===== config.mk =====
export PLATFORM = sky130hd
export DESIGN_NAME = bb_queue
export DESIGN_NICKNAME = d
export VERILOG_FILES = /design/src/rtl/bb_pkg.sv /design/src/rtl/bb_queue.sv
export SDC_FILE = /design/constraint.sdc
export NUM_CORES = 1
export LEC_CHECK = 0
export BUFFER_PORTS_ARGS = -buffer_cell sky130_fd_sc_hd__buf_4
export CORE_MARGIN = 4
export CORE_UTILIZATION = 55
export CTS_BUF_LIST = sky130_fd_sc_hd__clkbuf_8
export DETAILED_ROUTE_END_ITERATION = 8
export PLACE_DENSITY = 0.83
export SETUP_SLACK_MARGIN = 0.5
export SYNTH_ARGS = -nofsm -noshare
export SYNTH_HDL_FRONTEND = slang
export SYNTH_SLANG_ARGS = --single-unit
export TNS_END_PERCENT = 20

===== constraint.sdc =====
create_clock -name clk -period 4.8 [get_ports clk]
set_input_delay 0.48 -clock clk [delete_from_list [all_inputs] [get_ports clk]]
set_output_delay 0.48 -clock clk [all_outputs]
set_load 0.1 [all_outputs]

===== src/rtl/bb_pkg.sv =====
// Shared types and constants of the box blur block.
// Used by the front end, the job queue, the back end and the top level.
package bb_pkg;

  localparam int DIM_W = 11;
  localparam int SLOT_W = 4;
  localparam int SPAN_W = 4;
  localparam int CNT_W = 8;
  localparam int SUM_W = 16;
  localparam int PIX_W = 24;
  localparam int QDEPTH = 2;
  localparam int QP_W = $clog2(QDEPTH);

  localparam logic KIND_PIXEL = 1'b0;
  localparam logic KIND_FLUSH = 1'b1;
  localparam logic REG_WIDTH = 1'b0;
  localparam logic REG_HEIGHT = 1'b1;

  typedef logic [DIM_W-1:0] dim_t;

  // One pending output: the window to sum and where it sits in the frame.
  typedef struct packed {
    logic [SLOT_W-1:0] slot0;
    logic [SPAN_W-1:0] nrows;
    dim_t              c0;
    logic [SPAN_W-1:0] ncols;
    dim_t              row;
    logic              parity;
    logic              last;
  } job_t;

  typedef struct packed {
    logic  busy;
    dim_t  row;
    logic  parity;
  } back_status_t;

  typedef struct packed {
    logic  empty;
    logic  full;
    job_t  head;
  } queue_status_t;

  typedef enum logic [2:0] {
    BK_IDLE,
    BK_SUM,
    BK_DRAIN,
    BK_LOAD,
    BK_DIV,
    BK_OUT
  } back_state_t;

endpackage


===== src/rtl/bb_queue.sv =====
// Short job queue between the front end and the back end.
// Depends on bb_pkg for the job type and depth.
module bb_queue import bb_pkg::*; (
  input  logic          clk,
  input  logic          rst,
  input  logic          push,
  input  job_t          push_job,
  input  logic          pop,
  output queue_status_t q_st
);

  job_t            entries [QDEPTH];
  logic [QP_W-1:0] wptr;
  logic [QP_W-1:0] rptr;
  logic [QP_W:0]   count;

  assign q_st.empty = (count == '0);
  assign q_st.full = (count == (QP_W+1)'(QDEPTH));
  assign q_st.head = entries[rptr];

  // Entry storage.
  always_ff @(posedge clk) begin
    if (push) begin
      entries[wptr] <= push_job;
    end
  end

  // Pointers and fill count.
  always_ff @(posedge clk) begin
    if (rst) begin
      wptr <= '0;
      rptr <= '0;
      count <= '0;
    end else begin
      if (push) begin
        wptr <= (wptr == QP_W'(QDEPTH - 1)) ? '0 : wptr + 1'b1;
      end
      if (pop) begin
        rptr <= (rptr == QP_W'(QDEPTH - 1)) ? '0 : rptr + 1'b1;
      end
      if (push && !pop) begin
        count <= count + 1'b1;
      end else if (pop && !push) begin
        count <= count - 1'b1;
      end
    end
  end

endmodule


# Yosys cells after proc, flatten, opt, wreduce, memory -nomap -nowiden
# Memories as Yosys holds them, arrays and structs flattened. A register that Yosys moved wholly into a read port is not among the register bits.
# Index checks and enable logic that the tools add are counted.
# Widths: inputs -> output; s select.
[word_totals] ff_bits=4 mem_bits_rw=72 input_bits=40 out_inout_bits=38 wordCells=23 n_memories=1
[op_classes] add_sub_neg=4 n_eq_ne=1 mux=8 n_reduce_logical=6
[mem_list] memory="entries" depth=2 width=36 rd=1 rd_clocked_by_memory_dff=1 write_ports=1 line="bb_queue.sv:12" text="job_t entries [QDEPTH];"
[ops] op="$mux 1" n=6
[ops] op="$mux 2" n=2
[ops] op="$add 1x1->1 const B" n=2
[ops] op="$add 2x1->2 const B" n=1
[ops] op="$eq 2x2->1 const B" n=1
[ops] op="$logic_and 1x1->1" n=2
[ops] op="$logic_not 1->1" n=2
[ops] op="$logic_not 2->1" n=1
[ops] op="$reduce_bool 2->1" n=1
[ops] op="$sub 2x1->2 const B" n=1

# Depth between registers and ports, before layout
[logic_depth] depth_word=4 ltp_mapped=5 mapped_depth_nobuf=5

# Worst setup path after synthesis
# Ideal clock, no wire load.
[synth_path] path_type="in2reg" startpoint="input push" endpoint="memory entries[0][0] (netlist name), enable pin" setup_time_ns=0.433 arrival_ns=2.098 required_ns=4.367 path_slack_ns=2.268 stages=1 n_path_buf=0 cell_sequence="nor2b_1"
[synth_via] elab_chain_len=2
[synth_lines] element="start: declaration" line="bb_queue.sv:6" text="input logic push,"
[synth_lines] element="$mux 1" line="bb_queue.sv:23" text="if (push) begin"
[synth_lines] element="$mux 1 (implied by the code)" line="bb_queue.sv:24" text="entries[wptr] <= push_job;"
[synth_lines] element="end: declaration" line="bb_queue.sv:12"
# Every way passes these cells.

==> impl_metrics.yaml <==
timing:
  finalSetupViolations: 0
  skew_ns: 0.005840
  fin_crit_ns: 2.557
  drv_slew: 0
  finalSetupTns_ns: 0
  max_freq_mhz: 391.1
  rsz0062_at_grt: "no"
  finalHoldViolations: 0
  fin_crit_sh_pct: 53.27
  tightest_slew_ns: 1.025
  slew_headroom_pct: 31.55
global_route:
  grt_max_degree: 37
  grt_pass1_wl_microns: 7721
  antenna_found_initial: 0
  grtUsageMet2_pct: 29.72
  use_met1_pct: 18.27
  gr-max-usage-layer: "met2"
  grtUsageTotal_pct: 17.09
  grt_pass1_vias: 1554
  use_met3_pct: 6.208
  grt.overflow.total: 0
logic_synthesis:
  synth.mux.area_fraction_pct: 14.41
  syn_nets: 175
  synth_area_sq_um: 2814
  synthXorXnorAreaFrac_pct: 1.245
  ys_warn_count: 0
  synth_top_family_by_area: "multiplexers"
  synth_compound_area_share_pct: 0.3557
  ys_ff_latch: 77
  synth_adder_area_share_pct: 0.4446
  synth.distinct_cells: 16
  syn_avg_cell_area_sq_um: 21.00
  syn-instance-count: 134
  yosys.area_share.simple_pct: 1.645
  yosysSeqAreaShare_pct: 80.39
clocking:
  post_cts_buffers: 0
  cts_buffer_depth: 2
  cts.sinks: 77
  h-tree-depth: 3
  cts_hold_buf: 0
  cts.clk_slew.worst_paths_ns: 0.07
  worstSkewPairLatency_ns: 0.34
  cts_inserted_buffers: 9
  cts_resized: 0
  cts-root-buf: "clkbuf_8"
  cts_tree: "built"
die:
  start_util_pct: 58.04
  die_w_microns: 79.53
  die_area_sq_um: 6325
  io_pins: 78
  rows: 25
  core_area_sq_um: 4848
  fp.dieH_microns: 79.53
detailed_routing:
  routed_wl_microns: 5014
  ant_nets: 0
  vias: 1439
  viasPerCell: 4.945
  first_pass_iters: 4
  first_iter_violations: 132
  wl_per_cell_microns: 17.23
  drc_errors: 0
pwr:
  p_leak_nw: 1.389
  power_density_nw_per_um2: 474.5
  ir_drop_v: 0.0003707
setup_path:
  critPathLaunchType: "register"
  cp_max_fo: 23
  cp.required_ns: 4.32
  path_cells: "buf_4 > mux2_2 > buf_4"
  cp.arrival_ns: 2.08
  end_kind: "output pin"
  critPathKind: "register to output pin"
  crit_path_frequent_cell: "buf_4"
  max_stage_delay_ns: 0.70
  critical-path-top-delay-family: "flip-flops"
  crit_buf_inv: 2
  crit_slowest_cell: "dfxtp_1"
place:
  portBuffers: 77
  post-dp-hpwl_microns: 3377
  place.gp.congestion: 0.7018
layout:
  seqCellArea_sq_um: 2262
  layout.nets: 260
  drive_gt1_share_pct: 57.59
  diodes: 0
  area_delta_synth_final_pct: 29.97
  fillerInstances: 288
  multiInputGateArea_sq_um: 518.0
  utilization_pct: 75.43
worst_hold_path:
  hp-class: "primary input to register"
job:
  drv_cap: 0
run_status:
  outcome: "complete, no violations"
-- path summary, 6_finish.rpt --
check / startpoint / endpoint / slack, ns / depth (start not counted)
hold reg to reg: count[1] / count[1] / 0.53 / 2
setup reg to reg: wptr / entries[0][7] / 3.23 / 1
hold / removal: push_job[10] / entries[1][10] / 0.33 / 1
setup / recovery: register / q_st[22] / 2.24 / 3
-- metal layers --
metal | vias up | routed length (microns)
li1 | 686 | -
met1 | 692 | 1856
met2 | 55 | 2740
met3 | 6 | 331
met4 | 0 | 85
met5 | - | 0
-- flip-flops by register name, summed over array words and instances, names as in the netlist, named ones only --
name,cells
entries,72
count,2
rptr,1
wptr,1
-- cell type report --
cell class / instances / share of cell area, %
clock buffer: 9 / 3.387
clock inverter: 7 / 2.190
inverter: 1 / 0.1026
multi-input combinational: 52 / 14.16
sequential: 77 / 61.85
tap: 67 / 2.292
timing repair buffer: 78 / 16.01
-- cell usage after synthesis --
| master | n | area [sq um] |
|---|---|---|
| o21ai_0 | 1 | 5.000 |
| nor2b_1 | 1 | 6.260 |
| xnor2_1 | 2 | 17.52 |
| xor2_1 | 2 | 17.52 |
| a21oi_1 | 1 | 5.000 |
| and2b_2 | 1 | 8.760 |
| buf_6 | 3 | 33.78 |
| buf_2 | 1 | 5.000 |
| dfxtp_1 | 5 | 100.1 |
| mux2_2 | 36 | 405.4 |
| and2_1 | 1 | 6.260 |
| ha_1 | 1 | 12.51 |
| edfxtp_1 | 72 | 2162 |
| inv_1 | 1 | 3.750 |
| nor2_1 | 5 | 18.77 |
| or3_1 | 1 | 6.260 |
-- cells in the final DEF, fill, tap and decap left out --
cell type,count
a21oi_1,1
and2_2,1
and2b_2,1
buf_4,78
bufinv_16,2
clkbuf_8,9
clkinv_1,4
clkinv_2,1
dfxtp_1,5
edfxtp_1,72
ha_1,1
inv_1,1
mux2_2,36
nor2_1,5
nor2b_4,1
o21ai_0,1
or3_1,1
xnor2_1,2
xor2_1,2
-- cell families after synthesis --
kind of cell    Yosys count
fa+ha+maj                 1
flops                    77
xor+xnor                  4
simple gates              9
compound gates            2
buf+inv                   5
mux                      36
-- metrics by stage --
| step | total power (W) | worst slack (ns) | std cells | cell area (sq um) | hold WS (ns) |
|---|---|---|---|---|---|
| after detailed placement | 0.001258 | 2.588 | 275 | 3453 | 0.5112 |
| after floorplan | 0.001157 | 2.268 | 134 | 2814 | 0.4614 |
| final | 0.001735 | 2.243 | 291 | 3657 | 0.3261 |
| after global routing | 0.001796 | 2.133 | 291 | 3657 | 0.2948 |
| after CTS | 0.001749 | 2.209 | 291 | 3657 | 0.3075 |
| after global placement | 0.001247 | 2.641 | 275 | 3453 | 0.4724 |
-- report_power, final --
part           total, W  internal (W)  switching (W)
Clock          0.000496      0.000285       0.000211
Sequential     0.000798      0.000782      0.0000164
Combinational  0.000442      0.000107       0.000334
Power figures use the tool's default switching activity.
