$ cat src/rtl/bb_pkg.sv
// Shared types and constants of the box blur block.
// Used by the front end, the job queue, the back end and the top level.
package bb_pkg;

  localparam int DIM_W = 11;
  localparam int SLOT_W = 4;
  localparam int SPAN_W = 4;
  localparam int CNT_W = 8;
  localparam int SUM_W = 16;
  localparam int PIX_W = 24;
  localparam int QDEPTH = 2;
  localparam int QP_W = $clog2(QDEPTH);

  localparam logic KIND_PIXEL = 1'b0;
  localparam logic KIND_FLUSH = 1'b1;
  localparam logic REG_WIDTH = 1'b0;
  localparam logic REG_HEIGHT = 1'b1;

  typedef logic [DIM_W-1:0] dim_t;

  // One pending output: the window to sum and where it sits in the frame.
  typedef struct packed {
    logic [SLOT_W-1:0] slot0;
    logic [SPAN_W-1:0] nrows;
    dim_t              c0;
    logic [SPAN_W-1:0] ncols;
    dim_t              row;
    logic              parity;
    logic              last;
  } job_t;

  typedef struct packed {
    logic  busy;
    dim_t  row;
    logic  parity;
  } back_status_t;

  typedef struct packed {
    logic  empty;
    logic  full;
    job_t  head;
  } queue_status_t;

  typedef enum logic [2:0] {
    BK_IDLE,
    BK_SUM,
    BK_DRAIN,
    BK_LOAD,
    BK_DIV,
    BK_OUT
  } back_state_t;

endpackage

$ cat src/rtl/bb_if.sv


interface bb_res_if;
  logic       valid;
  logic       ready;
  logic [7:0] out_red;
  logic [7:0] out_green;
  logic [7:0] out_blue;
  logic       frame_end;

  modport source (output valid, out_red, out_green, out_blue, frame_end, input ready);
  modport sink (input valid, out_red, out_green, out_blue, frame_end, output ready);
endinterface

$ cat src/rtl/bb_back.sv
// Back end: sums each job's window from the line memory, one pixel a cycle,
// divides by the pixel count bit-serially and holds the result item.
// Depends on bb_pkg and bb_if.
module bb_back import bb_pkg::*; #(
  parameter int MAX_WIDTH = 1024,
  parameter int WINDOW = 9,
  parameter int ADDR_W = 14
) (
  input  logic              clk,
  input  logic              rst,
  input  queue_status_t     q_st,
  output logic              pop,
  output back_status_t      back_st,
  output logic              ram_re,
  output logic [ADDR_W-1:0] ram_raddr,
  input  logic [PIX_W-1:0]  ram_rdata,
  bb_res_if.source          out_ch
);

  localparam int CW = $clog2(MAX_WIDTH);
  localparam int SW = ADDR_W - CW;
  localparam logic [SLOT_W-1:0] SLOT_LAST = SLOT_W'(WINDOW);
  localparam logic [3:0] STEP_LAST = 4'(SUM_W - 1);

  back_state_t       state, state_next;
  job_t              job;
  logic [SPAN_W-1:0] ri, ci;
  logic [SLOT_W-1:0] slot;
  logic              rd_valid, last_read;
  logic [3:0]        step;
  logic [CNT_W-1:0]  den;
  logic [SUM_W-1:0]  acc [3];
  logic [SUM_W-1:0]  dq [3];
  logic [CNT_W-1:0]  rem [3];
  logic [SUM_W-1:0]  dq_next [3];
  logic [CNT_W-1:0]  rem_next [3];
  logic [CNT_W:0]    trial [3];
  logic [CNT_W:0]    diff [3];
  dim_t              col;

  assign last_read = (ri == job.nrows - 1'b1) && (ci == job.ncols - 1'b1);
  assign col = job.c0 + dim_t'(ci);
  assign ram_raddr = {slot[SW-1:0], CW'(col)};

  // Next state.
  always_comb begin
    state_next = state;
    case (state)
      BK_IDLE: begin
        if (!q_st.empty) begin
          state_next = BK_SUM;
        end
      end
      BK_SUM: begin
        if (last_read) begin
          state_next = BK_DRAIN;
        end
      end
      BK_DRAIN: state_next = BK_LOAD;
      BK_LOAD: state_next = BK_DIV;
      BK_DIV: begin
        if (step == STEP_LAST) begin
          state_next = BK_OUT;
        end
      end
      BK_OUT: begin
        if (out_ch.ready) begin
          state_next = BK_IDLE;
        end
      end
      default: state_next = BK_IDLE;
    endcase
  end

  // Control outputs.
  always_comb begin
    pop = (state == BK_IDLE) && !q_st.empty;
    ram_re = (state == BK_SUM);
    out_ch.valid = (state == BK_OUT);
    back_st.busy = (state != BK_IDLE);
    back_st.row = job.row;
    back_st.parity = job.parity;
  end

  // One restoring division step per channel.
  always_comb begin
    for (int ch = 0; ch < 3; ch++) begin
      trial[ch] = {rem[ch], dq[ch][SUM_W-1]};
      diff[ch] = trial[ch] - {1'b0, den};
      if (trial[ch] >= {1'b0, den}) begin
        rem_next[ch] = diff[ch][CNT_W-1:0];
        dq_next[ch] = {dq[ch][SUM_W-2:0], 1'b1};
      end else begin
        rem_next[ch] = trial[ch][CNT_W-1:0];
        dq_next[ch] = {dq[ch][SUM_W-2:0], 1'b0};
      end
    end
  end

  assign out_ch.out_red = dq[0][7:0];
  assign out_ch.out_green = dq[1][7:0];
  assign out_ch.out_blue = dq[2][7:0];
  assign out_ch.frame_end = job.last;

  // Control registers.
  always_ff @(posedge clk) begin
    if (rst) begin
      state <= BK_IDLE;
      rd_valid <= 1'b0;
    end else begin
      state <= state_next;
      rd_valid <= ram_re;
    end
  end

  // Datapath: window walk, accumulation and division.
  always_ff @(posedge clk) begin
    case (state)
      BK_IDLE: begin
        if (!q_st.empty) begin
          job <= q_st.head;
          ri <= '0;
          ci <= '0;
          slot <= q_st.head.slot0;
          for (int ch = 0; ch < 3; ch++) begin
            acc[ch] <= '0;
          end
        end
      end
      BK_SUM: begin
        if (ci == job.ncols - 1'b1) begin
          ci <= '0;
          ri <= ri + 1'b1;
          slot <= (slot == SLOT_LAST) ? '0 : slot + 1'b1;
        end else begin
          ci <= ci + 1'b1;
        end
      end
      BK_LOAD: begin
        den <= CNT_W'(job.nrows) * CNT_W'(job.ncols);
        step <= '0;
        for (int ch = 0; ch < 3; ch++) begin
          dq[ch] <= acc[ch];
          rem[ch] <= '0;
        end
      end
      BK_DIV: begin
        step <= step + 1'b1;
        for (int ch = 0; ch < 3; ch++) begin
          dq[ch] <= dq_next[ch];
          rem[ch] <= rem_next[ch];
        end
      end
      default: begin
      end
    endcase
    // The read issued last cycle lands now.
    if (rd_valid) begin
      for (int ch = 0; ch < 3; ch++) begin
        acc[ch] <= acc[ch] + SUM_W'(ram_rdata[PIX_W-1-8*ch -: 8]);
      end
    end
  end

endmodule

$ cat src/flat_wrapper.sv
// flat-port wrapper written by rule: the top's interface ports become plain ports
module bb_back_flat import bb_pkg::*;
#(
  parameter int MAX_WIDTH = 1024,
  parameter int WINDOW = 9,
  parameter int ADDR_W = 14
)
  (clk, rst, q_st, pop, back_st, ram_re, ram_raddr, ram_rdata, out_ch_valid, out_ch_out_red, out_ch_out_green, out_ch_out_blue, out_ch_frame_end, out_ch_ready);
  bb_res_if out_ch_i ();
  input  logic clk;
  input  logic rst;
  input  queue_status_t q_st;
  output logic pop;
  output back_status_t back_st;
  output logic ram_re;
  output logic [ADDR_W-1:0] ram_raddr;
  input  logic [PIX_W-1:0] ram_rdata;
  output wire logic [$bits(out_ch_i.valid)-1:0] out_ch_valid;
  output wire logic [$bits(out_ch_i.out_red)-1:0] out_ch_out_red;
  output wire logic [$bits(out_ch_i.out_green)-1:0] out_ch_out_green;
  output wire logic [$bits(out_ch_i.out_blue)-1:0] out_ch_out_blue;
  output wire logic [$bits(out_ch_i.frame_end)-1:0] out_ch_frame_end;
  input wire logic [$bits(out_ch_i.ready)-1:0] out_ch_ready;
  assign out_ch_valid = out_ch_i.valid;
  assign out_ch_out_red = out_ch_i.out_red;
  assign out_ch_out_green = out_ch_i.out_green;
  assign out_ch_out_blue = out_ch_i.out_blue;
  assign out_ch_frame_end = out_ch_i.frame_end;
  assign out_ch_i.ready = out_ch_ready;
  bb_back #(.MAX_WIDTH(MAX_WIDTH), .WINDOW(WINDOW), .ADDR_W(ADDR_W)) u_core (.clk(clk), .rst(rst), .q_st(q_st), .pop(pop), .back_st(back_st), .ram_re(ram_re), .ram_raddr(ram_raddr), .ram_rdata(ram_rdata), .out_ch(out_ch_i));
endmodule
$ cat config.mk
export PLATFORM = sky130hd
export DESIGN_NAME = bb_back_flat
export DESIGN_NICKNAME = d
export VERILOG_FILES = /design/src/rtl/bb_pkg.sv /design/src/rtl/bb_if.sv /design/src/rtl/bb_back.sv /design/src/flat_wrapper.sv
export SDC_FILE = /design/constraint.sdc
export NUM_CORES = 1
export LEC_CHECK = 0
export ABC_AREA = 1
export BUFFER_PORTS_ARGS = -buffer_cell sky130_fd_sc_hd__buf_2
export CORE_MARGIN = 3
export CORE_UTILIZATION = 59
export CTS_BUF_LIST = sky130_fd_sc_hd__clkbuf_8
export DETAILED_ROUTE_END_ITERATION = 7
export GPL_TIMING_DRIVEN = 0
export PLACE_DENSITY = 0.89
export SYNTH_ARGS = -nofsm -noshare
export SYNTH_HDL_FRONTEND = slang
export SYNTH_SLANG_ARGS = --single-unit
$ cat constraint.sdc
create_clock -name clk -period 8 [get_ports clk]
set_input_delay 0.4 -clock clk [delete_from_list [all_inputs] [get_ports clk]]
set_output_delay 0.4 -clock clk [all_outputs]
set_load 0.02 [all_outputs]
# Word-level counts from Yosys, hierarchy flattened
# Memories as Yosys holds them, arrays and structs flattened.
# Index checks and enable logic that the tools add are counted.
# totals
input_bits	65
ramBits	120
word_cells	107
mem_count	3
reg_bits	59
output_inout_bits	55
# classes
n_mux	39
reduce_logical	11
eq_ne	14
n_lt_le_gt_ge	3
mul	1
add_sub_neg	13
bitwise_logic	10
# memory_table
memory	depth	word_bits	rd	rd_ports_with_merged_regs	write_ports	line_no	text
u_core.acc	3	16	3	0	3	bb_back.sv:32	logic [SUM_W-1:0] acc [3];
u_core.dq	3	16	3	0	3	bb_back.sv:33	logic [SUM_W-1:0] dq [3];
u_core.rem	3	8	3	0	3	bb_back.sv:34	logic [CNT_W-1:0] rem [3];
# ops
cell	n
16-bit two-way mux	6
16-bit by 8-bit adder with 16-bit output	3
8-bit two-way mux	6
4-bit case mux with 2 select lines	4
9-bit by 8-bit greater-or-equal comparator with 1-bit output	3
4-bit two-way mux	6
8-bit subtractor	3
3-bit case mux with 6 select lines	1
4-bit by 1-bit adder with 4-bit output (second input constant)	4
1-bit two-way mux	12
3-bit two-way mux	4
10-bit by 4-bit adder with 10-bit output	1
1-bit bitwise OR	9
4-bit equality test	2
4-bit equality test (second input constant)	2
4-bit by 4-bit multiplier with 8-bit output	1
2-bit by 1-bit != test with 1-bit output (second input constant)	4
4-bit by 1-bit subtractor with 4-bit output (second input constant)	2
3-bit by 2-bit equality test with 1-bit output (second input constant)	2
3-bit equality test (second input constant)	2
2-bit AND reduction	2
4-bit AND reduction	1
2-bit nonzero test	2
3-bit by 1-bit equality test with 1-bit output (second input constant)	1
7 further kinds	8

# Logic depth before layout (Yosys ltp)
# logic_depth
word_depth	5
ltp_mapped	13

# Worst setup path before layout
# No wires, ideal clock.
# synth_timing
kind	reg-to-reg
start	register u_core.state[1]
end	memory u_core.dq[0][0], enable pin
required_ps	7382
setup_slack_ps	1477
stages_incl_launch_ff	3
arrival_ps	5905
setup_time_ps	618
path_buffers	0
path_cell_list	dfxtp_1 -> nand2_1 -> o21ai_0
# synth_lines
element	line_no	text
from (decl)	bb_back.sv:25	back_state_t state, state_next;
from (signal assigned)	bb_back.sv:111	state <= state_next;
to (decl)	bb_back.sv:33	

# Final worst setup path
# layout_timing
start	register u_core.ci[0]
end	output ram_raddr[8]
# layout_between
elab_chain_len	1
# layout_rtl
element	line_no	text
from (decl)	bb_back.sv:27	logic [SPAN_W-1:0] ri, ci;
from (signal assigned)	bb_back.sv:136	ci <= ci + 1'b1;
10-bit by 4-bit adder with 10-bit output	bb_back.sv:42	assign col = job.c0 + dim_t'(ci);
to (decl)	flat_wrapper.sv:16	output logic [ADDR_W-1:0] ram_raddr;
# Every way passes these cells.

==> results_dict.tcl <==
set metrics [dict create \
    status "completed" \
    grt_use_met2_pct 41.6 \
    arrival_ns 2.54 \
    start_util_pct 61.3 \
    layout.cells.non_filler 1573 \
    cts_buffers 17 \
    drive_gt1_share_pct 17.4 \
    min_period_ns 2.94 \
    relSlewSlack_pct 39.1 \
    synth_fp_nets 1339 \
    max_freq_mhz 340 \
    p_leak_nw 5.65 \
    row_count 48 \
    min_path_type "input pin to flip-flop" \
    regArea_um2 5340 \
    wl_per_cell_um 15.4 \
    place_ws_ns 5.11 \
    fillers 1258 \
    vias 8668 \
    syn_area_per_cell_um2 9.04 \
    cp.required_ns 7.60 \
    power_frac_seq_pct 39.3 \
    dieArea_um2 19900 \
    cts_hold_buf 0 \
    hpwlAfterDp_um 17700 \
    synth.distinct_cells 39 \
    multi_input_area_um2 4540 \
    ir_drop_mv 0.356 \
    worst-setup-path-type "flip-flop to output port" \
    ys_warn_count 0 \
    route.detailed.drc 0 \
    finalWeightedCongestion 0.900 \
    antenna_found_initial 0 \
    drt_wl_total_um 24100 \
    clkSinkCount 179 \
    gr-total-overflow 0 \
    diodes 0 \
    grt_busiest_layer "met2" \
    htree_num_levels 4 \
    maxSlewViolCount 0 \
    fin_nets 1480 \
    netlist_area_um2 10800 \
    cts_setup_buffers 0 \
    finalSetupViolCount 0 \
    final_util_pct 69.3 \
    drv_cap 0 \
    cts_max_path_buffers 2 \
    cts_root_buf "clkbuf_8" \
    drt_iter0_markers 783 \
    viasPerCell 5.51 \
    synth_seq_area_share_pct 49.4 \
    netlist_instances 1194 \
    finalPower_mw 4.38 \
    clk_pin_slew_ns 0.11 \
    power_switching_mw 1.92 \
    cts_tree "yes" \
    drtAntennaViolNets 0 \
    clkLatencyLatePin_ns 0.50 \
    crit_path_start_kind "flip-flop" \
    grt_pass1_wl_um 39700 \
    grt_max_degree 28 \
    synthTopCellsByArea "edfxtp_1 (49%), nand2_1 (11%), ha_1 (8.0%)" \
    ioPinCount 120 \
    port-buffer-count 117 \
    p_sw_share_pct 43.9 \
    firstDrtPassIters 7 \
    fin_crit_sh_pct 36.7 \
    clock-skew-final_ns 0.0138 \
    area_delta_synth_final_pct 13.1 \
    path_max_fanout 6 \
    hold_viol 0 \
    synth_top_area_cell "edfxtp_1" \
    die_y_um 141 \
    p_int_mw 2.46 \
    ys_seq_elements 179 \
    synth_top_area_share_pct 48.7 \
    p_clk_share_pct 14.3 \
    p_per_area_nw_per_um2 359 \
    dpl.cell_count 1541 \
    comb_power_share_pct 46.4 \
    fp.coreArea_um2 17600 \
    use_met1_pct 31.6 \
    rsz0062_at_grt "false" \
    fin_ws_ns 5.06 \
    use_met3_pct 5.33 \
    post_cts_resized 0 \
    die_w_um 141 \
    crit_path_end_kind "output port" \
    max_slew.worst_pin.slew_ns 0.913 \
    groute.usage.overall_pct 24.6 \
    grt_pass1_vias 8471 \
]
power groups by stage:
stage	Combinational [mW]	Clock, mW	Sequential [mW]
global placement	1.83	0	1.79
CTS	2.02	0.630	1.71
global route	2.27	0.665	1.75
floorplan	1.43	0	1.72
detailed placement	2.01	0	1.73
finish	2.03	0.627	1.72
sequential cells by signal, indices dropped and copies added, names as in the netlist:
signal and flops:
u_core.step 4, u_core.rem 24, u_core.back_st 12, u_core.den 8, u_core.job 18, u_core.rd_valid 1
u_core.acc 48, u_core.ri 4, u_core.dq 48, u_core.out_ch.frame_end 1, u_core.slot 4, u_core.state 3
u_core.ci 4
cell usage after synthesis (all sizes together):
master,number
xor2,24
a21boi,6
a211oi,2
o21ai,77
nand4,7
o21a,3
inv,152
or2,1
clkbuf,8
buf,47
a31o,2
a21o,4
nor3,12
nand2,311
o2bb2ai,1
o211ai,5
fa,11
dfxtp,4
o22ai,1
xnor2,12
a22o,2
nand3b,1
a21oi,85
and3,1
a31oi,4
edfxtp,175
ha,69
nor2,108
nand3,58
nor4,1
worst max-delay path, stage by stage (launching register included):
cell and delay (ns):
edfxtp_1 0.48, ha_1 0.23, inv_1 0.07, fa_1 0.40, inv_1 0.07, a31oi_1 0.12, inv_1 0.07, nand2_1 0.04
nor2_1 0.14, nand3_1 0.10, xor2_1 0.14, buf_2 0.18
cell type report:
| type | count | area share (%) |
|---|---|---|
| Tap cell | 225 | 2.31 |
| Clock inverter | 15 | 1.36 |
| Sequential cell | 179 | 43.7 |
| Clock buffer | 17 | 1.92 |
| Inverter | 152 | 4.68 |
| Buffer | 55 | 2.95 |
| Multi-Input combinational cell | 808 | 37.2 |
| Timing Repair Buffer | 122 | 5.86 |
worst paths after layout:
check | from | to | slack [ns] | cells past startpoint
setup reg to reg | u_core.job[16] | u_core.den[7] | 5.07 | 11
setup / recovery | u_core.ci[0] | ram_raddr[8] | 5.06 | 11
hold / removal | q_st[24] | u_core.job[24] | 0.06 | 1
hold reg to reg | u_core.dq[0][30] | u_core.dq[0][31] | 0.53 | 2
layer usage:
metal	wire length, um	vias to the layer above	part of all wire, %
li1	-	4248	-
met1	9780	4017	41
met2	12000	343	50
met3	1790	60	7.4
met4	541	0	2.2
met5	0	-	0
placed cells by master, fill, tap and decap left out, drive strengths merged:
| master | instances |
|---|---|
| o21ai | 77 |
| nand3 | 58 |
| a31o | 2 |
| a21oi | 85 |
| clkbuf | 25 |
| xor2 | 24 |
| buf | 169 |
| xnor2 | 12 |
| nand4 | 7 |
| o22ai | 1 |
| o2bb2ai | 1 |
| ha | 69 |
| or2 | 1 |
| a21o | 4 |
| edfxtp | 175 |
| nand2 | 311 |
| clkinv | 10 |
| and3 | 1 |
| a211oi | 2 |
| a31oi | 4 |
| nor3 | 12 |
| dfxtp | 4 |
| nand3b | 1 |
| o211ai | 5 |
| a22o | 2 |
| a21boi | 6 |
| fa | 11 |
| o21a | 3 |
| nor4 | 1 |
| nor2 | 108 |
| inv | 157 |
through the flow:
stage	cell area, um^2	hold slack (ns)	TNS (ns)
CTS	12200	0.0482	0
detailed placement	11800	0.513	0
floorplan	10800	0.472	0
global route	12200	0.0418	0
global placement	11700	0.492	-83.25
finish	12200	0.0648	0
cells by family after synthesis:
family          count (synthesis)  share of synthesized area [%]
buf+inv                       207                           8.63
simple gates                  500                           19.1
fa+ha+maj                      80                           10.0
xor+xnor                       36                           2.92
compound gates                192                           9.87
flops                         179                           49.4
(Power assumes the default switching activity.)
