<file path="config.mk">
export PLATFORM = sky130hd
export DESIGN_NAME = bb_front_flat
export DESIGN_NICKNAME = d
export VERILOG_FILES = /design/src/rtl/bb_pkg.sv /design/src/rtl/bb_if.sv /design/src/rtl/bb_front.sv /design/src/flat_wrapper.sv
export SDC_FILE = /design/constraint.sdc
export NUM_CORES = 1
export LEC_CHECK = 0
export BUFFER_PORTS_ARGS = -buffer_cell sky130_fd_sc_hd__buf_2
export CORE_ASPECT_RATIO = 1.2
export CORE_MARGIN = 2
export CORE_UTILIZATION = 35
export DETAILED_ROUTE_END_ITERATION = 8
export SETUP_SLACK_MARGIN = 0.2
export SLEW_MARGIN = 10
export SYNTH_ARGS = -nofsm -noshare
export SYNTH_HDL_FRONTEND = slang
export SYNTH_SLANG_ARGS = --single-unit
</file>
<file path="constraint.sdc">
create_clock -name clk -period 18.9 [get_ports clk]
set_input_delay 2.835 -clock clk [delete_from_list [all_inputs] [get_ports clk]]
set_output_delay 2.835 -clock clk [all_outputs]
set_load 0.01 [all_outputs]
</file>
<file path="src/rtl/bb_pkg.sv">
// Shared types and constants of the box blur block.
// Used by the front end, the job queue, the back end and the top level.
package bb_pkg;

  localparam int DIM_W = 11;
  localparam int SLOT_W = 4;
  localparam int SPAN_W = 4;
  localparam int CNT_W = 8;
  localparam int SUM_W = 16;
  localparam int PIX_W = 24;
  localparam int QDEPTH = 2;
  localparam int QP_W = $clog2(QDEPTH);

  localparam logic KIND_PIXEL = 1'b0;
  localparam logic KIND_FLUSH = 1'b1;
  localparam logic REG_WIDTH = 1'b0;
  localparam logic REG_HEIGHT = 1'b1;

  typedef logic [DIM_W-1:0] dim_t;

  // One pending output: the window to sum and where it sits in the frame.
  typedef struct packed {
    logic [SLOT_W-1:0] slot0;
    logic [SPAN_W-1:0] nrows;
    dim_t              c0;
    logic [SPAN_W-1:0] ncols;
    dim_t              row;
    logic              parity;
    logic              last;
  } job_t;

  typedef struct packed {
    logic  busy;
    dim_t  row;
    logic  parity;
  } back_status_t;

  typedef struct packed {
    logic  empty;
    logic  full;
    job_t  head;
  } queue_status_t;

  typedef enum logic [2:0] {
    BK_IDLE,
    BK_SUM,
    BK_DRAIN,
    BK_LOAD,
    BK_DIV,
    BK_OUT
  } back_state_t;

endpackage

</file>
<file path="src/rtl/bb_if.sv">
// Stream interfaces for the pixel input and the result output.
// Payload widths follow the field widths; no package is needed.
interface bb_pix_if;
  logic       valid;
  logic       ready;
  logic       kind;
  logic [7:0] in_red;
  logic [7:0] in_green;
  logic [7:0] in_blue;

  modport source (output valid, kind, in_red, in_green, in_blue, input ready);
  modport sink (input valid, kind, in_red, in_green, in_blue, output ready);
endinterface


</file>
<file path="src/rtl/bb_front.sv">
// Front end: accepts items, tracks frame positions, writes the line memory
// and queues one job per ready output. Depends on bb_pkg and bb_if.
module bb_front import bb_pkg::*; #(
  parameter int MAX_WIDTH = 1024,
  parameter int MAX_HEIGHT = 1024,
  parameter int WINDOW = 9,
  parameter int ADDR_W = 14
) (
  input  logic              clk,
  input  logic              rst,
  bb_pix_if.sink            in_ch,
  input  dim_t              img_w,
  input  dim_t              img_h,
  input  back_status_t      back_st,
  input  queue_status_t     q_st,
  output logic              push,
  output job_t              push_job,
  output logic              ram_we,
  output logic [ADDR_W-1:0] ram_waddr,
  output logic [PIX_W-1:0]  ram_wdata
);

  localparam int CW = $clog2(MAX_WIDTH);
  localparam int SW = ADDR_W - CW;
  localparam int E = DIM_W + 1;
  localparam int HALF = WINDOW / 2;
  localparam int SLOTS = WINDOW + 1;
  localparam logic [E-1:0] HALF_X = E'(HALF);
  localparam logic [E-1:0] SLOTS_X = E'(SLOTS);
  localparam logic [SLOT_W-1:0] SLOT_LAST = SLOT_W'(SLOTS - 1);
  localparam logic [12:0] MAXW_X = 13'(MAX_WIDTH);
  localparam logic [12:0] MAXH_X = 13'(MAX_HEIGHT);

  typedef logic [E-1:0] ext_t;

  dim_t              fw, fh, irow, icol, orow, ocol;
  logic [SLOT_W-1:0] islot, oslot;
  logic              done, parity;

  dim_t              fw_next, fh_next, irow_next, icol_next, orow_next, ocol_next;
  logic [SLOT_W-1:0] islot_next, oslot_next;
  logic              done_next, parity_next;

  logic              do_write, hazard, out_ready, accept;
  dim_t              irow_adv, icol_adv;
  logic [SLOT_W-1:0] islot_adv;
  logic              done_adv;
  ext_t              need_r, need_c, r0, c0, old_row;
  logic [SPAN_W-1:0] above, left;
  logic [SLOT_W:0]   slot_sum;
  logic              old_par, last;

  // A zero size reads as one, an oversized one saturates.
  function automatic dim_t clamp_dim(dim_t v, logic [12:0] maxv);
    if (v == '0) begin
      return dim_t'(1);
    end
    if ({2'b00, v} > maxv) begin
      return maxv[DIM_W-1:0];
    end
    return v;
  endfunction

  // Input side: frame sizes and the position after this item's pixel.
  always_comb begin
    do_write = (in_ch.kind == KIND_PIXEL) && !done;
    fw_next = fw;
    fh_next = fh;
    if (do_write && irow == '0 && icol == '0) begin
      fw_next = clamp_dim(img_w, MAXW_X);
      fh_next = clamp_dim(img_h, MAXH_X);
    end
    irow_adv = irow;
    icol_adv = icol;
    islot_adv = islot;
    done_adv = done;
    if (do_write) begin
      if ({1'b0, icol} + 1'b1 >= {1'b0, fw_next}) begin
        icol_adv = '0;
        if ({1'b0, irow} + 1'b1 >= {1'b0, fh_next}) begin
          irow_adv = '0;
          islot_adv = '0;
          done_adv = 1'b1;
        end else begin
          irow_adv = irow + 1'b1;
          islot_adv = (islot == SLOT_LAST) ? '0 : islot + 1'b1;
        end
      end else begin
        icol_adv = icol + 1'b1;
      end
    end
  end

  // Readiness of the next output and the window it covers.
  always_comb begin
    need_r = {1'b0, orow} + HALF_X;
    if (need_r > {1'b0, fh_next} - 1'b1) begin
      need_r = {1'b0, fh_next} - 1'b1;
    end
    need_c = {1'b0, ocol} + HALF_X;
    if (need_c > {1'b0, fw_next} - 1'b1) begin
      need_c = {1'b0, fw_next} - 1'b1;
    end
    out_ready = done_adv || ({1'b0, irow_adv} > need_r) ||
                ({1'b0, irow_adv} == need_r && {1'b0, icol_adv} > need_c);
    above = ({1'b0, orow} >= HALF_X) ? SPAN_W'(HALF) : SPAN_W'(orow);
    left = ({1'b0, ocol} >= HALF_X) ? SPAN_W'(HALF) : SPAN_W'(ocol);
    r0 = {1'b0, orow} - ext_t'(above);
    c0 = {1'b0, ocol} - ext_t'(left);
    if ({1'b0, oslot} >= {1'b0, above}) begin
      slot_sum = {1'b0, oslot} - {1'b0, above};
    end else begin
      slot_sum = {1'b0, oslot} + (SLOT_W+1)'(SLOTS) - {1'b0, above};
    end
    last = ({1'b0, ocol} + 1'b1 >= {1'b0, fw_next}) &&
           ({1'b0, orow} + 1'b1 >= {1'b0, fh_next});
    push_job.slot0 = slot_sum[SLOT_W-1:0];
    push_job.nrows = SPAN_W'(need_r - r0 + 1'b1);
    push_job.c0 = c0[DIM_W-1:0];
    push_job.ncols = SPAN_W'(need_c - c0 + 1'b1);
    push_job.row = orow;
    push_job.parity = parity;
    push_job.last = last;
  end

  // A write may not overwrite a line-memory row that a pending job still reads.
  always_comb begin
    old_row = back_st.busy ? {1'b0, back_st.row} : {1'b0, q_st.head.row};
    old_par = back_st.busy ? back_st.parity : q_st.head.parity;
    hazard = (back_st.busy || !q_st.empty) &&
             ((old_par != parity) || ({1'b0, irow} + HALF_X >= old_row + SLOTS_X));
  end

  assign in_ch.ready = !q_st.full && !(do_write && hazard);
  assign accept = in_ch.valid && in_ch.ready;
  assign push = accept && out_ready;

  assign ram_we = accept && do_write;
  assign ram_waddr = {islot[SW-1:0], CW'(icol)};
  assign ram_wdata = {in_ch.in_red, in_ch.in_green, in_ch.in_blue};

  // Output side advance; the frame's last output restarts the input side.
  always_comb begin
    irow_next = irow_adv;
    icol_next = icol_adv;
    islot_next = islot_adv;
    done_next = done_adv;
    orow_next = orow;
    ocol_next = ocol;
    oslot_next = oslot;
    parity_next = parity;
    if (out_ready) begin
      if (last) begin
        irow_next = '0;
        icol_next = '0;
        islot_next = '0;
        done_next = 1'b0;
        orow_next = '0;
        ocol_next = '0;
        oslot_next = '0;
        parity_next = !parity;
      end else if ({1'b0, ocol} + 1'b1 >= {1'b0, fw_next}) begin
        ocol_next = '0;
        orow_next = orow + 1'b1;
        oslot_next = (oslot == SLOT_LAST) ? '0 : oslot + 1'b1;
      end else begin
        ocol_next = ocol + 1'b1;
      end
    end
  end

  // Position registers.
  always_ff @(posedge clk) begin
    if (rst) begin
      fw <= dim_t'(1);
      fh <= dim_t'(1);
      irow <= '0;
      icol <= '0;
      islot <= '0;
      done <= 1'b0;
      orow <= '0;
      ocol <= '0;
      oslot <= '0;
      parity <= 1'b0;
    end else if (accept) begin
      fw <= fw_next;
      fh <= fh_next;
      irow <= irow_next;
      icol <= icol_next;
      islot <= islot_next;
      done <= done_next;
      orow <= orow_next;
      ocol <= ocol_next;
      oslot <= oslot_next;
      parity <= parity_next;
    end
  end

endmodule

</file>
<file path="src/flat_wrapper.sv">
// flat-port wrapper written by rule: the top's interface ports become plain ports
module bb_front_flat import bb_pkg::*;
#(
  parameter int MAX_WIDTH = 1024,
  parameter int MAX_HEIGHT = 1024,
  parameter int WINDOW = 9,
  parameter int ADDR_W = 14
)
  (clk, rst, img_w, img_h, back_st, q_st, push, push_job, ram_we, ram_waddr, ram_wdata, in_ch_valid, in_ch_kind, in_ch_in_red, in_ch_in_green, in_ch_in_blue, in_ch_ready);
  bb_pix_if in_ch_i ();
  input  logic clk;
  input  logic rst;
  input  dim_t img_w;
  input  dim_t img_h;
  input  back_status_t back_st;
  input  queue_status_t q_st;
  output logic push;
  output job_t push_job;
  output logic ram_we;
  output logic [ADDR_W-1:0] ram_waddr;
  output logic [PIX_W-1:0] ram_wdata;
  input wire logic [$bits(in_ch_i.valid)-1:0] in_ch_valid;
  input wire logic [$bits(in_ch_i.kind)-1:0] in_ch_kind;
  input wire logic [$bits(in_ch_i.in_red)-1:0] in_ch_in_red;
  input wire logic [$bits(in_ch_i.in_green)-1:0] in_ch_in_green;
  input wire logic [$bits(in_ch_i.in_blue)-1:0] in_ch_in_blue;
  output wire logic [$bits(in_ch_i.ready)-1:0] in_ch_ready;
  assign in_ch_i.valid = in_ch_valid;
  assign in_ch_i.kind = in_ch_kind;
  assign in_ch_i.in_red = in_ch_in_red;
  assign in_ch_i.in_green = in_ch_in_green;
  assign in_ch_i.in_blue = in_ch_in_blue;
  assign in_ch_ready = in_ch_i.ready;
  bb_front #(.MAX_WIDTH(MAX_WIDTH), .MAX_HEIGHT(MAX_HEIGHT), .WINDOW(WINDOW), .ADDR_W(ADDR_W)) u_core (.clk(clk), .rst(rst), .in_ch(in_ch_i), .img_w(img_w), .img_h(img_h), .back_st(back_st), .q_st(q_st), .push(push), .push_job(push_job), .ram_we(ram_we), .ram_waddr(ram_waddr), .ram_wdata(ram_wdata));
endmodule
</file>
# After elaboration in Yosys (flattened, before gate mapping)
# Cells that the tools add are included.
# word_totals
register_bits	76
latchBits	0
ram_bits	0
romBits	0
out_inout_bits	77
word_cells	136
mem_count	0
# op_classes
n_addsub	25
mul	0
div_mod_pow	0
n_lt_le_gt_ge	14
n_eq_ne	4
shifts	0
muxes	54
bitwise_logic	1
n_reduce_logical	28
# ops
operator	count
11-bit two-way mux	24
11-bit by 1-bit adder with 12-bit output (second input constant)	4
12-bit by 11-bit greater-or-equal comparator with 1-bit output	4
4-bit two-way mux	12
11-bit by 1-bit adder with 11-bit output (second input constant)	4
11-bit logical NOT	4
11-bit by 3-bit adder with 12-bit output (second input constant)	3
11-bit by 12-bit > comparator with 1-bit output	2
12-bit > comparator	2
12-bit two-way mux	2
11-bit by 1-bit subtractor with 12-bit output (second input constant)	2
11-bit by 3-bit greater-or-equal comparator with 1-bit output (second input constant)	2
11-bit > comparator (second input constant)	2
4-bit subtractor	5
4-bit by 1-bit adder with 4-bit output (second input constant)	4
1-bit two-way mux	16
12-bit by 4-bit adder with 12-bit output (second input constant)	1
11-bit by 12-bit == test with 1-bit output	1
12-bit greater-or-equal comparator	1
1-bit logical AND	11
11-bit by 4-bit subtractor with 11-bit output	1
4-bit == test (second input constant)	2
3-bit AND reduction	2
1-bit logical NOT	5
other kinds (7)	10

# Longest topological paths before layout
# logic_depth
depth_word	18
ltp_mapped	35
depth_no_buf	29

# Worst setup path before layout
# OpenSTA, ideal clock, no wires.
# synth_path
kind	input port to output port
from	input in_ch_kind
to	output push
t_arrival_ns	8.696
setup_slack_ns	7.369
path_stages	25
path_buffers	5
path_cell_list	nor2_1 nand4_1 clkbuf_1 clkbuf_1 a21oi_1 ha_1 nand4_1 nor2_1 mux2_2 mux2i_1 ha_1 nand4_1 nor2_1 o21ai_0 a31oi_1 clkbuf_1 buf_1 o21ai_0 ha_1 nand4_1 or4_1 a2111o_1 o221ai_2 clkbuf_1 nor2_1
# synth_between
elab_chain_len	13
elab_cells_between_ends	33
# synth_lines
item	line	source
start: declaration	flat_wrapper.sv:23	input wire logic [$bits(in_ch_i.kind)-1:0] in_ch_kind;
1-bit NOT (*)	bb_front.sv:66	do_write = (in_ch.kind == KIND_PIXEL) && !done;
1-bit logical AND (*)	bb_front.sv:66	
parallel branches: the longest is 10 deep, another holds 11-bit by 1-bit subtractor with 12-bit output	-	
1-bit logical AND (*)	bb_front.sv:136	assign push = accept && out_ready;
end: declaration	flat_wrapper.sv:17	output logic push;
# Every way passes the cells marked *.

# Worst setup path after layout
# Ends and elaborated chain as after synthesis.

==> flow_summary.json <==
{
  "status": "complete, no violations",
  "highest_layer": "met4",
  "worst-setup-path-type": "primary input to output port",
  "wl_per_cell_um": 17.4,
  "synth-seq-area-share_pct": 15.9,
  "dp.cells": 1609,
  "synth_edf_count": 0,
  "wl_um": 28400,
  "antenna_found_initial": 2,
  "p_per_area_mw_per_mm2": 71.9,
  "tightest_slew_ps": 1280,
  "clk_pin_slew_ps": 60,
  "critPathMaxStageDelay_ps": 700,
  "max_slew_margin_pct": 14.2,
  "cts_tree": "done",
  "dp.final_hpwl_um": 22000,
  "cts_sinks": 76,
  "drv_cap": 0,
  "min_period_ps": 12730,
  "rows": 66,
  "finalSetupViolations": 0,
  "holdBufCountCts": 0,
  "syn_inst": 1263,
  "mostFrequentLayoutCell": "ha_1",
  "synth-seq-cells": 76,
  "core_area_sq_mm": 0.0270,
  "cp_data_required_time_ps": 16070,
  "yosysWarnings": 0,
  "drtAntennaViolNets": 0,
  "drt-met1-wl_um": 12400,
  "synth_cell_type_count": 73,
  "fmax_mhz": 78.6,
  "crit_path_top_delay_cell": "o221ai_2",
  "nFillCells": 2827,
  "fin_skew_ps": 11.5,
  "nets": 1521,
  "syn_area_sq_mm": 0.00955,
  "async_reset_ff_share_pct": 0,
  "io_pins": 178,
  "die_h_um": 185,
  "io_buffer_count": 105,
  "rsz0062_at_grt": "no",
  "viasPerCell": 5.64,
  "worstPathCellList": "buf_2 -> nor2_1 -> and4_1 -> buf_4 -> mux2i_1 -> nand4_1 -> nor2_1 -> mux2_2 -> mux2i_1 -> ha_1 -> nand4_1 -> nor2_1 -> o21ai_0 -> a31oi_1 -> buf_4 -> nor2_1 -> a21o_1 -> ha_1 -> nand4_1 -> or4_1 -> a2111o_1 -> o221ai_2 -> nor2_1 -> buf_2",
  "numCtsBuffers": 9,
  "multi_input_area_sq_mm": 0.00723,
  "cts_setup_buffers": 0,
  "layout_common_cells": "ha_1 (135), buf_2 (105), nand2_1 (102)",
  "cp_max_fo": 17,
  "end_kind": "output port",
  "grt_pass1_wl_um": 45700,
  "post_cts_resize_count": 0,
  "dieArea_sq_mm": 0.0286,
  "htree_num_levels": 3,
  "die_width_um": 155,
  "insertion_delay_ps": 360,
  "grt_max_degree": 61,
  "num_vias": 9184,
  "drtIter0Drc": 712,
  "grt_pass1_vias": 8671,
  "area_growth_pct": 8.89,
  "min_path_type": "flop to flop",
  "synth_ff_type": "dfxtp_1",
  "start_util_pct": 35.4,
  "vdd.ir_drop.worst_v": 0.0000378,
  "avgSynthCellArea_sq_um": 7.56,
  "rr_startpoint": "u_core.icol[6]",
  "ctsLongestPathBuffers": 2,
  "cp-start-kind": "primary input",
  "critPathArrivalTime_ps": 9890,
  "wl_met2_um": 13800,
  "gr-total-overflow": 0,
  "fin_tns_setup_ps": 0,
  "drive_gt1_share_pct": 12.1,
  "drc_errors": 0,
  "hold_viol": 0,
  "regArea_sq_mm": 0.00152,
  "period_share_pct": 67.3,
  "crit_start": "in_ch_kind",
  "met3_length_um": 1190,
  "final_cells": 1627,
  "dr.pass1.iters": 5,
  "clockRootBuffer": "clkbuf_16",
  "holdCritStartpoint": "u_core.oslot[1]",
  "power_leakage_nw": 4.35,
  "grt_usage_pct": 20.0,
  "cpMostUsedCell": "nor2_1",
  "drv_slew": 0,
  "gp_congestion": 0.885
}
## state kept, by name, summed over array words and instances (netlist names)
register and cells:
u_core.fh 11, u_core.fw 11, u_core.icol 11, u_core.irow 11, u_core.ocol 11, u_core.orow 11
u_core.islot 4, u_core.oslot 4, u_core.done 1, u_core.parity 1
## kinds of logic (layout without fill, tap and decap cells)
logic type	Yosys count	in the layout	synth area share, %
other	2	5	0.0787
AOI/OAI and AO/OA	334	334	23.5
and+or+nand+nor	407	407	21.2
muxes	20	20	2.23
xor gates and xnor gates	103	103	9.65
DFF	76	76	15.9
buffers and inverters	181	202	8.68
adders and majority gates	140	140	18.7
## cell usage after synthesis (14+ instances only)
cell	n	share of area (%)
a21o_1	22	1.7
a211oi_1	36	2.8
ha_1	135	18
a21oi_1	87	4.6
xor2_1	39	3.6
inv_1	67	2.6
clkbuf_1	63	2.5
buf_4	38	3.0
o21ai_0	61	3.2
nor2_1	89	3.5
o31ai_1	24	1.9
nand2_1	102	4.0
nand3_1	50	2.6
nor4_1	15	0.98
nor3b_1	17	1.3
nor2b_1	23	1.5
nand2b_1	14	0.92
xnor2_1	63	5.8
nor3_1	30	1.6
dfxtp_1	76	16
nand4_1	27	1.8
## routing by layer
| layer | track usage, % | up-vias |
|---|---|---|
| met3 | 2.57 | 57 |
| met4 | 8.11 | 0 |
| met5 | 0 | - |
| met2 | 34.4 | 225 |
| li1 | - | 4592 |
| met1 | 25.2 | 4310 |
## area by class of cell
class	count	area share, %
Multi-Input combinational cell	1007	69.5
Sequential cell	76	14.6
Inverter	68	2.46
Antenna cell	2	0.0481
Timing Repair Buffer	118	5.99
Clock inverter	3	0.650
Clock buffer	13	2.60
Tap cell	340	4.09
## where the power goes
| part | total (mW) | internal (mW) | switching, mW |
|---|---|---|---|
| clock | 0.203 | 0.127 | 0.0759 |
| sequential | 0.178 | 0.168 | 0.0108 |
| combinational | 0.366 | 0.136 | 0.230 |
## worst max-delay path: cells and delay by family
family / cells / cell delay, ps
buf+inv: 4 / 870
compound gates: 5 / 2030
fa+ha+maj: 2 / 480
simple gates: 10 / 2420
mux: 3 / 1220
## path summary, 6_finish.rpt
path | to | slack [ps] | cells after the start
max reg2reg | u_core.parity | 10810 | 24
min reg2reg | u_core.oslot[1] | 510 | 2
min | u_core.oslot[1] | 510 | 2
max | push | 6170 | 24
## metrics by stage
step / hold slack [ps] / power [mW] / cell area (sq um) / utilization, % / worst slack [ps]
floorplan: 468 / 0.454 / 9550 / - / 7370
global placement: 489 / 0.540 / 10100 / 37.2 / 6170
detailed placement: 500 / 0.546 / 10100 / 37.2 / 6170
CTS: 508 / 0.751 / 10400 / 38.5 / 6140
global route: 541 / 0.806 / 10400 / 38.5 / 5660
finish: 510 / 0.747 / 10400 / 38.5 / 6170
No activity file was read; power rests on OpenSTA's default activity.
